`src/rtl/ogru_pkg.sv`:
```
package ogru_pkg;

   localparam int HALF_CELLS = 127;
   localparam int SIDE       = 2 * HALF_CELLS + 1;
   localparam int NCELLS     = SIDE * SIDE;
   localparam int Q_ONE      = 65536;

   localparam int AXIS_W  = $clog2(SIDE);
   localparam int ADDR_W  = $clog2(NCELLS);
   localparam int COORD_W = 32;
   localparam int DIFF_W  = COORD_W + 1;
   localparam int IDX_W   = COORD_W + 2;
   localparam int DVD_W   = DIFF_W + 16;
   localparam int DSR_W   = DIFF_W;
   localparam int SLOPE_W = 18;
   localparam int PROD_W  = SLOPE_W + IDX_W + 1;
   localparam int ACC_W   = PROD_W + 1;
   localparam int CNT_W   = 9;
   localparam int CSR_W   = 25;
   localparam int CSR_IDX_W = 2;

   localparam logic signed [7:0] CELL_UNKNOWN = -8'sd1;
   localparam logic signed [7:0] CELL_FREE    = 8'sd0;
   localparam logic signed [7:0] CELL_OCC     = 8'sd100;

   localparam logic [CSR_IDX_W-1:0] CSR_CELL_SIZE = 2'd0;
   localparam logic [CSR_IDX_W-1:0] CSR_FREE_STEP = 2'd1;
   localparam logic [CSR_IDX_W-1:0] CSR_HIT_STEP  = 2'd2;

   localparam logic OP_RAY  = 1'b0;
   localparam logic OP_READ = 1'b1;

   typedef enum logic [4:0] {
      S_CLEAR,
      S_IDLE,
      S_COORD_GO,
      S_COORD_WAIT,
      S_AXIS,
      S_SLOPE_GO,
      S_SLOPE_WAIT,
      S_RANGE,
      S_MUL,
      S_ACC,
      S_WALK_RD,
      S_WALK_WR,
      S_HIT_RD,
      S_HIT_WR,
      S_READ,
      S_DONE
   } state_type;

   typedef struct packed {
      logic take;
      logic clr_wr;
      logic coord_start;
      logic coord_store;
      logic axis;
      logic slope_start;
      logic slope_store;
      logic range;
      logic mul;
      logic acc_init;
      logic walk_rd;
      logic walk_adv;
      logic free_wr;
      logic hit_rd;
      logic hit_wr;
      logic read_rd;
      logic rsp_load;
   } cmd_type;

   typedef struct packed {
      logic clr_last;
      logic op_read;
      logic div_done;
      logic coord_last;
      logic degen;
      logic walk_empty;
      logic walk_last;
      logic cell_in;
      logic hit_in;
      logic rsp_free;
   } status_type;

endpackage

```
`src/rtl/ogru_ctrl.sv`:
```
module ogru_ctrl (
   input  logic                   clock,
   input  logic                   reset,
   input  logic                   req_valid,
   output logic                   req_ready,
   input  ogru_pkg::status_type   status,
   output ogru_pkg::cmd_type      cmd
);

   ogru_pkg::state_type state_ff, state_in;

   always_ff @(posedge clock) begin
      if (reset) begin
         state_ff <= ogru_pkg::S_CLEAR;
      end else begin
         state_ff <= state_in;
      end
   end

   always_comb begin
      state_in = state_ff;
      unique case (state_ff)
         ogru_pkg::S_CLEAR:
            if (status.clr_last) state_in = ogru_pkg::S_IDLE;
         ogru_pkg::S_IDLE:
            if (req_valid) state_in = ogru_pkg::S_COORD_GO;
         ogru_pkg::S_COORD_GO: begin
            state_in = status.op_read ? ogru_pkg::S_READ : ogru_pkg::S_COORD_WAIT;
         end
         ogru_pkg::S_COORD_WAIT:
            if (status.div_done) begin
               state_in = status.coord_last ? ogru_pkg::S_AXIS : ogru_pkg::S_COORD_GO;
            end
         ogru_pkg::S_AXIS:
            state_in = ogru_pkg::S_SLOPE_GO;
         ogru_pkg::S_SLOPE_GO:
            state_in = status.degen ? ogru_pkg::S_HIT_RD : ogru_pkg::S_SLOPE_WAIT;
         ogru_pkg::S_SLOPE_WAIT:
            if (status.div_done) state_in = ogru_pkg::S_RANGE;
         ogru_pkg::S_RANGE:
            state_in = ogru_pkg::S_MUL;
         ogru_pkg::S_MUL:
            state_in = ogru_pkg::S_ACC;
         ogru_pkg::S_ACC:
            state_in = status.walk_empty ? ogru_pkg::S_HIT_RD : ogru_pkg::S_WALK_RD;
         ogru_pkg::S_WALK_RD:
            if (status.cell_in) begin
               state_in = ogru_pkg::S_WALK_WR;
            end else if (status.walk_last) begin
               state_in = ogru_pkg::S_HIT_RD;
            end
         ogru_pkg::S_WALK_WR:
            state_in = status.walk_last ? ogru_pkg::S_HIT_RD : ogru_pkg::S_WALK_RD;
         ogru_pkg::S_HIT_RD:
            state_in = status.hit_in ? ogru_pkg::S_HIT_WR : ogru_pkg::S_DONE;
         ogru_pkg::S_HIT_WR:
            state_in = ogru_pkg::S_DONE;
         ogru_pkg::S_READ:
            state_in = ogru_pkg::S_DONE;
         ogru_pkg::S_DONE:
            if (status.rsp_free) state_in = ogru_pkg::S_IDLE;
         default:
            state_in = ogru_pkg::S_IDLE;
      endcase
   end

   always_comb begin
      cmd       = '0;
      req_ready = 1'b0;
      unique case (state_ff)
         ogru_pkg::S_CLEAR:      cmd.clr_wr = 1'b1;
         ogru_pkg::S_IDLE: begin
            req_ready = 1'b1;
            cmd.take  = req_valid;
         end
         ogru_pkg::S_COORD_GO:   cmd.coord_start = !status.op_read;
         ogru_pkg::S_COORD_WAIT: cmd.coord_store = status.div_done;
         ogru_pkg::S_AXIS:       cmd.axis = 1'b1;
         ogru_pkg::S_SLOPE_GO:   cmd.slope_start = !status.degen;
         ogru_pkg::S_SLOPE_WAIT: cmd.slope_store = status.div_done;
         ogru_pkg::S_RANGE:      cmd.range = 1'b1;
         ogru_pkg::S_MUL:        cmd.mul = 1'b1;
         ogru_pkg::S_ACC:        cmd.acc_init = 1'b1;
         ogru_pkg::S_WALK_RD: begin
            cmd.walk_rd  = 1'b1;
            cmd.walk_adv = !status.cell_in;
         end
         ogru_pkg::S_WALK_WR: begin
            cmd.free_wr  = 1'b1;
            cmd.walk_adv = 1'b1;
         end
         ogru_pkg::S_HIT_RD:     cmd.hit_rd = 1'b1;
         ogru_pkg::S_HIT_WR:     cmd.hit_wr = 1'b1;
         ogru_pkg::S_READ:       cmd.read_rd = 1'b1;
         ogru_pkg::S_DONE:       cmd.rsp_load = status.rsp_free;
         default: ;
      endcase
   end

endmodule

```
`config.mk`:
```
export PLATFORM = sky130hd
export DESIGN_NAME = ogru_ctrl
export DESIGN_NICKNAME = d
export VERILOG_FILES = /design/src/rtl/ogru_pkg.sv /design/src/rtl/ogru_ctrl.sv
export SDC_FILE = /design/constraint.sdc
export NUM_CORES = 1
export LEC_CHECK = 0
export BUFFER_PORTS_ARGS = -buffer_cell sky130_fd_sc_hd__buf_2
export CAP_MARGIN = 30
export CORE_MARGIN = 2
export CORE_UTILIZATION = 47
export DETAILED_ROUTE_END_ITERATION = 10
export GPL_TIMING_DRIVEN = 0
export PLACE_DENSITY_LB_ADDON = 0.1
export SKIP_CTS_REPAIR_TIMING = 1
export SLEW_MARGIN = 20
export SYNTH_ARGS = -nofsm -noshare
export SYNTH_HDL_FRONTEND = slang
export SYNTH_SLANG_ARGS = --single-unit
```
`constraint.sdc`:
```
create_clock -name clock -period 2.3 [get_ports clock]
set_input_delay 0.23 -clock clock [delete_from_list [all_inputs] [get_ports clock]]
set_output_delay 0.23 -clock clock [all_outputs]
set_load 0.01 [all_outputs]
```
# ---- Word level (Yosys, flattened, before mapping)
# Index checks and enable logic that the tools add are counted.
dict set report totals {
  reg_bits 5
  output_inout_bits 18
}
dict set report classes {
  reduce_logical 6
  n_mux 32
  eq_ne 21
}
# op count
set op_table {}
lappend op_table {{5-bit case mux with 15 select lines} 1}
lappend op_table {{5-bit by 4-bit equality test with 1-bit output (second input constant)} 8}
lappend op_table {{5-bit two-way mux} 7}
lappend op_table {{5-bit by 3-bit equality test with 1-bit output (second input constant)} 4}
lappend op_table {{1-bit two-way mux} 17}
lappend op_table {{5-bit by 2-bit equality test with 1-bit output (second input constant)} 2}
lappend op_table {{2-bit != test (second input constant)} 5}
lappend op_table {{3-bit two-way mux} 3}
lappend op_table {{4-bit two-way mux} 2}
lappend op_table {{6-bit AND reduction} 1}
lappend op_table {{5-bit by 1-bit equality test with 1-bit output (second input constant)} 1}
lappend op_table {{5-bit logical NOT} 1}
lappend op_table {{1-bit logical NOT} 3}
lappend op_table {{3-bit != test (second input constant)} 1}
lappend op_table {{2-bit two-way mux} 1}
lappend op_table {{1-bit case mux with 2 select lines} 1}
lappend op_table {{2-bit OR reduction} 1}

# ---- Logic depth before layout (Yosys ltp)
dict set report depth {
  ltp_word 3
  mapped_depth 7
  ltp_nobuf 5
}

# ---- Worst setup path before layout
# OpenSTA, ideal clock, no wires.
dict set report synth_timing {
  path_kind {register to register}
  start {register state_ff[0]}
  end {register state_ff[1]}
  required_time_ns 2.216
  setup_time_ns 0.084
  arrival_time_ns 1.396
  slack_ns 0.820
  synth_period_minus_slack_ns 1.480
  path_stages_with_launch 7
  path_cell_list {dfxtp_1 -> buf_6 -> xor2_1 -> a31oi_4 -> nor2_2 -> or4_1 -> o31ai_2}
}
dict set report synth_via {
  elab_chain_cells 3
}
# element line_no
set synth_lines {}
lappend synth_lines {{start: declaration} ogru_ctrl.sv:10} ;# ogru_pkg::state_type state_ff, state_in;
lappend synth_lines {{start signal: assignment} ogru_ctrl.sv:14} ;# state_ff <= ogru_pkg::S_CLEAR;
lappend synth_lines {{start signal: assignment} ogru_ctrl.sv:16} ;# state_ff <= state_in;
lappend synth_lines {{5-bit by 4-bit equality test with 1-bit output, or another cell as far along} ogru_ctrl.sv:22} ;# unique case (state_ff)
lappend synth_lines {{2-bit OR reduction (no line), or another cell as far along} n/a}
lappend synth_lines {{5-bit case mux with 15 select lines / 6-bit AND reduction (equally long branches)} n/a}
# Several ways; a longest one is shown, not always the timed one.
# A chain may end at the register's enable or synchronous reset.

==> results.toml <==
[status]
status = "finished clean"

[sta]
worst_hold_slack_ns = 0.214
setup_violations = 0
rsz0062_at_grt = "no"
hold_violations = 0
fmax_mhz = 549
relSlewSlack = 0.679
post-route-period-util = 0.792
timing.final.max_slew_violations = 0
min_period_ns = 1.82
worstMarginPinSlew_ns = 0.482
fin_worst_skew_ns = 0.00709
tns_ns = 0

[logic_synthesis]
synth_commonest_cells = "nor2_1 (17), o21ai_0 (8), nor3_1 (6)"
syn_nets = 107
ys_ff_latch = 4
synth_top_flop_cell = "dfxtp_1"
yosysMostFrequentCell = "nor2_1"
avgSynthCellArea_um2 = 6.55
yosysSeqAreaShare = 0.130
synth_top_cell_area_share = 0.130
syn-instance-count = 94
ys_warn_count = 0
synth.distinct_cells = 32
async_flop_share = 0
netlist_area_um2 = 616
ys_top_cells_by_area = "dfxtp_1 (13%), nor2_1 (10%), o21ai_0 (6.5%), nor3_1 (4.9%), a21oi_1 (4.1%)"
yosys.area.top_type = "dfxtp_1"
synth-edff-count = 0

[place]
io_buffer_count = 30
hpwl_um = 1450
gp_congestion = 0.857
dpl_cell_area_um2 = 785
post-place-cells = 139

[final_layout]
drive_above_1_share = 0.346
layout.cells.non_filler = 142
nFillCells = 148
top_regs = "state_ff x4"
top_register = "state_ff"
nets = 142
largest_register_ffs = 4
postLayoutCellArea_um2 = 807
syn_to_final_growth_pct = 31.1
diodes = 0

[clock_network]
cts_sinks = 4
cts_htree_levels = 1
path_clk_slew_ns = 0.04
clock_latency_ns = 0.24
cts_buffer_depth = 2
root_buffer = "clkbuf_4"
cts_tree = "built"
cts_inserted_buffers = 3

[worst_setup_path]
crit_fanout = 10
crit_required_ns = 2.07
rr_startpoint = "state_ff[1]"
worstRegToRegCells = 5
arrival_ns = 1.59
r2r_end = "state_ff[1]"
crit_path_end_kind = "output port"
critPathLaunchType = "register"
criticalPathCategory = "register to output port"
worst-r2r-setup-slack_ns = 0.55

[floorplan]
die_height_um = 40.2
core-area_um2 = 1270
dieArea_um2 = 1620
start_util = 0.485
io_pins = 31
std_cell_rows = 13
dieWidth_um = 40.2

[pwr]
power.density_nw_per_um2 = 1180
finalPower_mw = 0.955
p_leak_nw = 0.380
irDropWorstVdd_uv = 538

[grt]
grt_max_degree = 11
grt_pass1_vias = 667
grt_first_pass_wirelength_um = 2880
overflow = 0
antenna_found_initial = 0
gr-usage-all-layers = 0.267

[min_path]
hp-start = "reset"
hp-class = "input pin to register"
holdPathEnd = "state_ff[2]"
hold_depth = 2

[routing]
wl_um = 1840
num_vias = 821
avgViaCountPerCell = 5.78
dr.first_iter.drc_count = 17
drt-pass1-iter-count = 4
drc = 0
wl_per_cell_um = 13.0
detail-route-antenna-nets = 0

[job]
maxCapViolCount = 0
## cell families (layout without fill, tap and decap cells)
kind of cell | count (synthesis) | in the layout | share of synthesized area
DFF | 4 | 4 | 0.130
muxes | 1 | 1 | 0.0163
buffers and inverters | 13 | 46 | 0.112
and+or+nand+nor | 46 | 46 | 0.380
AOI/OAI and AO/OA | 29 | 29 | 0.348
xor gates and xnor gates | 1 | 1 | 0.0142
## layer usage
metal,vias to the layer above,wire length (um),track usage
met4,0,38,0.125
met5,-,0,0
li1,405,-,-
met1,386,760,0.325
met3,5,65,0.0167
met2,25,980,0.472
## cell type report
cell class	count	area, um^2	share of cell area
multi-input combinational	77	467	0.578
tap	15	18.8	0.0233
inverter	5	18.8	0.0233
timing repair buffer	30	150	0.186
buffer	8	50.0	0.0620
sequential	4	80.1	0.0992
clock buffer	3	22.5	0.0279
## critical path, cell delays in order (launching register included)
cell and delay (ns):
dfxtp_1 0.30, buf_6 0.13, buf_2 0.17, buf_1 0.23
nor4_1 0.33, buf_2 0.18
## per-stage QoR
stage	utilization	setup WS [ns]
floorplan	-	0.820
global placement	0.618	0.603
detailed placement	0.618	0.581
CTS	0.636	0.469
global route	0.636	0.382
finish	0.636	0.478
## cells in the final DEF (no fill, tap or decap), types with 2 or more instances in the layout
cell and instances:
or2_1 2, nor2_1 17, dfxtp_1 4, o21ai_0 8, a21o_1 2, nand2_1 5
buf_1 2, clkbuf_4 3, inv_1 5, o22ai_1 3, nor2b_1 4, nor3_1 6
a211oi_1 3, nand2b_1 3, buf_2 34, nor4_1 3, and2_1 2, a21oi_1 5
buf_6 2
## power breakdown
part / total, mW / switching [mW] / internal, mW
Clock: 0.0907 / 0.0321 / 0.0586
Combinational: 0.738 / 0.446 / 0.292
Sequential: 0.127 / 0.0287 / 0.0985
Total: 0.955 / 0.507 / 0.449
## worst max-delay path by stage
| stage | start | to | slack [ns] | cells past startpoint |
|---|---|---|---|---|
| 2_1_floorplan | state_ff[0] | state_ff[1] | 0.82 | 6 |
| 3_3_place_gp | state_ff[1] | state_ff[1] | 0.60 | 5 |
| 3_5_place_dp | state_ff[1] | state_ff[1] | 0.58 | 5 |
| 4_1_cts | state_ff[0] | cmd[14] | 0.47 | 5 |
| 5_1_grt | state_ff[0] | cmd[14] | 0.38 | 5 |
| 6_report | state_ff[0] | cmd[14] | 0.48 | 5 |
Note: power is estimated with default switching activity, not from simulation.
